--- config.mk ---
export PLATFORM = sky130hd
export DESIGN_NAME = prq_ctrl
export DESIGN_NICKNAME = d
export VERILOG_FILES = /design/src/hw/rtl/prq_pkg.sv /design/src/hw/rtl/prq_ctrl.sv
export SDC_FILE = /design/constraint.sdc
export NUM_CORES = 1
export LEC_CHECK = 0
export ABC_CLOCK_PERIOD_IN_PS = 1200
export BUFFER_PORTS_ARGS = -buffer_cell sky130_fd_sc_hd__clkbuf_2
export CAP_MARGIN = 0
export CORE_AREA = 2 2 39 41
export CTS_CLUSTER_DIAMETER = 100
export CTS_CLUSTER_SIZE = 16
export DETAILED_ROUTE_END_ITERATION = 8
export DIE_AREA = 0 0 41 43
export SLEW_MARGIN = 20
export SYNTH_ARGS = -nofsm -noshare
export SYNTH_HDL_FRONTEND = slang
export SYNTH_SLANG_ARGS = --single-unit
--- constraint.sdc ---
create_clock -name clk -period 1.2 [get_ports clk]
set_input_delay 0.24 -clock clk [delete_from_list [all_inputs] [get_ports clk]]
set_output_delay 0.24 -clock clk [all_outputs]
set_load 0.05 [all_outputs]
--- src/hw/rtl/prq_pkg.sv ---
// ----------------------------------------------------------------------------
// prq_pkg
// Shared types and constants for the packet ring receive queue: request and
// status codes, controller state encoding and the controller/datapath links.
// ----------------------------------------------------------------------------
package prq_pkg;

    localparam int BYTE_W       = 8;
    localparam int LEN_W        = 16;
    localparam int ADDR_W       = 32;
    localparam int PORT_W       = 16;
    localparam int FILL_LEVEL_W = 12;

    // Request codes
    typedef enum logic [1:0] {
        REQ_WR_HDR  = 2'd0,
        REQ_WR_BYTE = 2'd1,
        REQ_RD_HDR  = 2'd2,
        REQ_RD_BYTE = 2'd3
    } req_t;

    // Result status codes
    typedef enum logic [1:0] {
        ST_OK      = 2'd0,
        ST_NO_ROOM = 2'd1,
        ST_EMPTY   = 2'd2,
        ST_IGNORED = 2'd3
    } status_t;

    // Controller states, one-hot
    typedef enum logic [3:0] {
        S_IDLE = 4'b0001,
        S_EXEC = 4'b0010,
        S_POST = 4'b0100,
        S_OUT  = 4'b1000
    } state_t;

    // Controller to datapath
    typedef struct packed {
        logic capture;  // latch the incoming request
        logic exec;     // carry out the latched request
        logic post;     // close a read transfer (apply skip)
    } ctrl_cmd_t;

    // Datapath to controller
    typedef struct packed {
        logic need_post;  // current request ends a read transfer
    } dp_status_t;

endpackage

--- src/hw/rtl/prq_ctrl.sv ---
// ----------------------------------------------------------------------------
// prq_ctrl
// Request sequencer: takes one request, runs it through the datapath, adds a
// closing step when a read transfer ends, then holds the result until taken.
// ----------------------------------------------------------------------------
module prq_ctrl
    import prq_pkg::*;
(
    input  logic       clk,
    input  logic       rst_n,
    input  logic       in_valid,
    output logic       in_stall,
    output logic       out_valid,
    input  logic       out_stall,
    input  dp_status_t dp_status,
    output ctrl_cmd_t  cmd
);

    state_t state_reg;
    state_t state_next;

    // Next state
    always_comb
    begin
        state_next = state_reg;
        unique case (state_reg)
            S_IDLE:
            begin
                if (in_valid)
                begin
                    state_next = S_EXEC;
                end
            end
            S_EXEC:
            begin
                state_next = dp_status.need_post ? S_POST : S_OUT;
            end
            S_POST:
            begin
                state_next = S_OUT;
            end
            S_OUT:
            begin
                if (!out_stall)
                begin
                    state_next = S_IDLE;
                end
            end
            default:
            begin
                state_next = S_IDLE;
            end
        endcase
    end

    // State register
    always_ff @(posedge clk or negedge rst_n)
    begin
        if (!rst_n)
        begin
            state_reg <= S_IDLE;
        end
        else
        begin
            state_reg <= state_next;
        end
    end

    // Commands and handshake
    assign in_stall    = (state_reg != S_IDLE);
    assign out_valid   = (state_reg == S_OUT);
    assign cmd.capture = (state_reg == S_IDLE) && in_valid;
    assign cmd.exec    = (state_reg == S_EXEC);
    assign cmd.post    = (state_reg == S_POST);

endmodule

; Word-level counts from Yosys, hierarchy flattened
; Index checks and enable logic that the tools add are counted.
[totals]
output_inout_bits = 5
regBits = 4
input_bits = 5
word_cells = 14
[classes]
n_eq_ne = 7
reduce_logical = 2
muxes = 4
[op_table]
columns = cell, count
row1 = $pmux 4 s4, 1
row2 = $mux 4, 3
row3 = $eq 4x1->1 const B, 1
row4 = $eq 4x2->1 const B, 1
row5 = $eq 4x3->1 const B, 1
row6 = $eq 4x4->1 const B, 1
row7 = $ne 2x2->1 const B, 2
row8 = $ne 4x1->1 const B, 1
row9 = $reduce_and 2->1, 1
row10 = $logic_and 1x1->1, 1

; Depth between registers and ports, before layout
[depth]
ltp_word = 3
ltp_mapped = 3
ltp_nobuf = 3

; Worst setup path after synthesis
; Ideal clock, no wire load.
[synth_path]
path_type = flip-flop to output port
start = reg state_reg[1]
end = out out_valid
required_ns = 0.960
t_arrival_ns = 2.094
slack_ns = -1.134
path_stages_with_launch = 2
n_path_buf = 0
path_cell_list = dfrtp_1 -> nor4b_1
[synth_between]
elab_chain_len = 1
[synth_rtl]
columns = element, line
row1 = start: declaration, prq_ctrl.sv:19  ; state_t state_reg;
row2 = start signal: assignment, prq_ctrl.sv:65  ; state_reg <= state_next;
row3 = $eq 4x4->1, prq_ctrl.sv:71  ; assign out_valid = (state_reg == S_OUT);
row4 = end: declaration, prq_ctrl.sv:13  ; output logic out_valid,
; No other way between the ends.

==> impl_metrics.env <==
export IMPL_clock_power_share=0.162
export IMPL_via_per_inst=4.21
export IMPL_synth_cells=19
export IMPL_yosysWarnings=0
export IMPL_syn_avg_cell_area_um2=12.2
export IMPL_die_x_um=41
export IMPL_grt_pass1_vias=271
export IMPL_gp_congestion=0.774
export IMPL_ir_drop_mv=1.01
export IMPL_switching_share=0.411
export IMPL_critPathSlowestCell="dfstp_2"
export IMPL_setup_slack_ns=-0.324
export IMPL_skew_ns=0.00491
export IMPL_pwr_share_seq=0.200
export IMPL_largest_reg_flops=4
export IMPL_crit_chain="buf_12 -> nor4b_4 -> buf_12"
export IMPL_rsz0062_at_grt="yes"
export IMPL_diodes=0
export IMPL_whs_endpoint="state_reg[2]$_DFFE_PN0P_"
export IMPL_cp_end_kind="primary output"
export IMPL_h_tree_depth=1
export IMPL_wl_per_cell_um=11.7
export IMPL_drive_gt1_frac=0.800
export IMPL_area_delta_synth_final_pct=132
export IMPL_tritoncts_num_buffers=3
export IMPL_ant_nets=0
export IMPL_timing_final_crit_share=1.27
export IMPL_synth_xor_area_frac=0
export IMPL_tightestPinTransition_ns=0.290
export IMPL_p_sw_mw=0.503
export IMPL_drtPass1Iterations=1
export IMPL_crit_fanout=5
export IMPL_std_cell_rows=14
export IMPL_ys_types=15
export IMPL_vias=257
export IMPL_synth_top_family_by_area="simple AND/OR/NAND/NOR gates"
export IMPL_intPower_mw=0.722
export IMPL_ys_seq_area_frac=0.435
export IMPL_post_dp_hpwl_um=499
export IMPL_cp_depth=3
export IMPL_final_setup_viol_count=6
export IMPL_clock_sinks=4
export IMPL_fin_hold_ws_ns=0.232
export IMPL_worstReg2RegStart="state_reg[0]$_DFFE_PN1P_"
export IMPL_worstPathArrival_ns=1.28
export IMPL_drv_cap=0
export IMPL_cp_top_family="flip-flops"
export IMPL_min_path_type="input port to register"
export IMPL_syn_area_um2=233
export IMPL_root_buffer="clkbuf_4"
export IMPL_powerDensity_mw_per_mm2=2270
export IMPL_die_height_um=43
export IMPL_relSlewSlack=0.806
export IMPL_worstSkewPairLatency_ns=0.25
export IMPL_worstHoldPathCells=2
export IMPL_synth_seq_cells=4
export IMPL_status="complete, but fails checks"
export IMPL_final_util=0.391
export IMPL_reg2reg_slack_ns=-0.01
export IMPL_final_cells=61
export IMPL_dp_cells=55
export IMPL_finalNetCount=51
export IMPL_drt_drc_violations_left=0
export IMPL_finalHoldViolations=0
export IMPL_start_util=0.168
export IMPL_critPathMaxStageDelay_ns=0.38
export IMPL_grt_use_total=0.108
export IMPL_grt_antenna_before_repair=0
export IMPL_report_final_slew_viol_count=0
export IMPL_tritoncts="built"
export IMPL_p_comb_frac=0.638
export IMPL_grt_first_pass_wirelength_mm=1.15
export IMPL_drt_iter0_drc=0
export IMPL_hp_start="dp_status"
export IMPL_port_buffer_count=9
export IMPL_violations="setup timing"
export IMPL_ff2ff_path_depth=4
export IMPL_max_freq_mhz=656
export IMPL_power_leakage_nw=0.228
export IMPL_post_route_min_period_ns=1.52
export IMPL_num_io_pins=10
export IMPL_overflow=0
export IMPL_clk_pin_slew_ns=0.05
export IMPL_fillers=141
export IMPL_muxShareOfSynthArea=0
export IMPL_cts_path_max_buffers=2
export IMPL_routed_wl_um=716
export IMPL_worstPathRequired_ns=0.96
export IMPL_fp_coreArea_mm2=0.00138
export IMPL_grt_max_degree=6
export IMPL_synthAdderAreaFrac=0
export IMPL_rr_endpoint="state_reg[2]$_DFFE_PN0P_"
export IMPL_setup_tns_ns=-1.35
export IMPL_syn_nets=24
export IMPL_critPathLaunchType="register"
export IMPL_path_common_cell="buf_12"
export IMPL_crit_buf_inv=2
export IMPL_synth_compound_area_frac=0.0860
export IMPL_criticalPathCategory="register to primary output"
export IMPL_synthSimpleGateAreaFrac=0.478
export IMPL_dieArea_mm2=0.00176
## worst register-to-register path, cell delays in order (launching register included)
cell and delay (ns):
dfstp_2 0.38, buf_12 0.14, nor4b_4 0.34, buf_4 0.18
and2_4 0.12
## metal layers
metal  up-vias  global-route usage  part of all wire
met2        12               0.141              0.47
li1        127                   -                 -
met3         4              0.0471             0.070
met5         -                   0                 0
met1       114               0.124              0.42
met4         0               0.100             0.041
## final cells by class
cell class / instances / area [µm²] / share of cell area
tap: 16 / 20.0 / 0.0370
multi-input combinational: 15 / 171 / 0.317
sequential: 4 / 103 / 0.190
timing repair buffer: 22 / 220 / 0.407
clock buffer: 4 / 26.3 / 0.0486
## power by group through the flow
stage | combinational [mW] | sequential, mW | clock [mW]
after CTS | 0.731 | 0.239 | 0.204
after floorplan | 0.311 | 0.280 | 0
after global placement | 0.652 | 0.238 | 0
final | 0.781 | 0.245 | 0.198
after global routing | 0.819 | 0.253 | 0.216
after detailed placement | 0.658 | 0.238 | 0
## worst max path at each step
stage	start	end	slack, ns
global route	state_reg[3]$_DFFE_PN0P_	cmd[1]	-0.38
detailed placement	state_reg[3]$_DFFE_PN0P_	cmd[2]	-0.11
finish	state_reg[0]$_DFFE_PN1P_	cmd[1]	-0.32
floorplan	state_reg[0]$_DFFE_PN1P_	state_reg[2]$_DFFE_PN0P_	-0.22
CTS	state_reg[3]$_DFFE_PN0P_	cmd[1]	-0.34
global placement	state_reg[3]$_DFFE_PN0P_	cmd[2]	-0.11
## cells in the mapped netlist
master,number,share of area
nor4b_4,1,0.10
nor3_1,1,0.021
a21oi_1,1,0.021
and2_1,1,0.027
nor2_1,1,0.016
a211oi_1,1,0.032
nor3_2,1,0.043
nand2b_1,1,0.027
nor4b_1,1,0.038
dfstp_2,1,0.11
nand3b_1,3,0.097
and4b_2,1,0.048
dfrtp_1,3,0.32
a21o_1,1,0.032
and4b_4,1,0.059
## cells in the final DEF (no fill, tap or decap), drive strengths merged
master and n:
nor2 1, a21o 1, nor4b 2, nand2b 1
dfrtp 3, dfstp 1, nand3b 3, nor3 2
and2 1, a21oi 1, clkbuf 8, and4b 2
a211oi 1, dlygate4sd3 1, buf 17
## repair_timing
item / 4_1_cts / 5_1_grt
pin swaps: 2 / 4
hold endpoints to repair: 4 / 0
gates cloned: 0 / 0
endpoints found under the setup margin: 6 / 7
buffers inserted: 2 / 1
resized for setup: 9 / 10
hold buffers: 1 / 0
## logic make-up after synthesis
logic type	Yosys count
compound gates	3
flops	4
simple gates	12
## metrics by stage
step                      setup WS, ns  total power, mW  area [µm²]
after CTS                       -0.340             1.17         515
after floorplan                 -0.221            0.591         260
after detailed placement        -0.108            0.896         435
after global routing            -0.384             1.29         541
final                           -0.324             1.22         541
after global placement          -0.113            0.890         435
(Power assumes the default switching activity.)
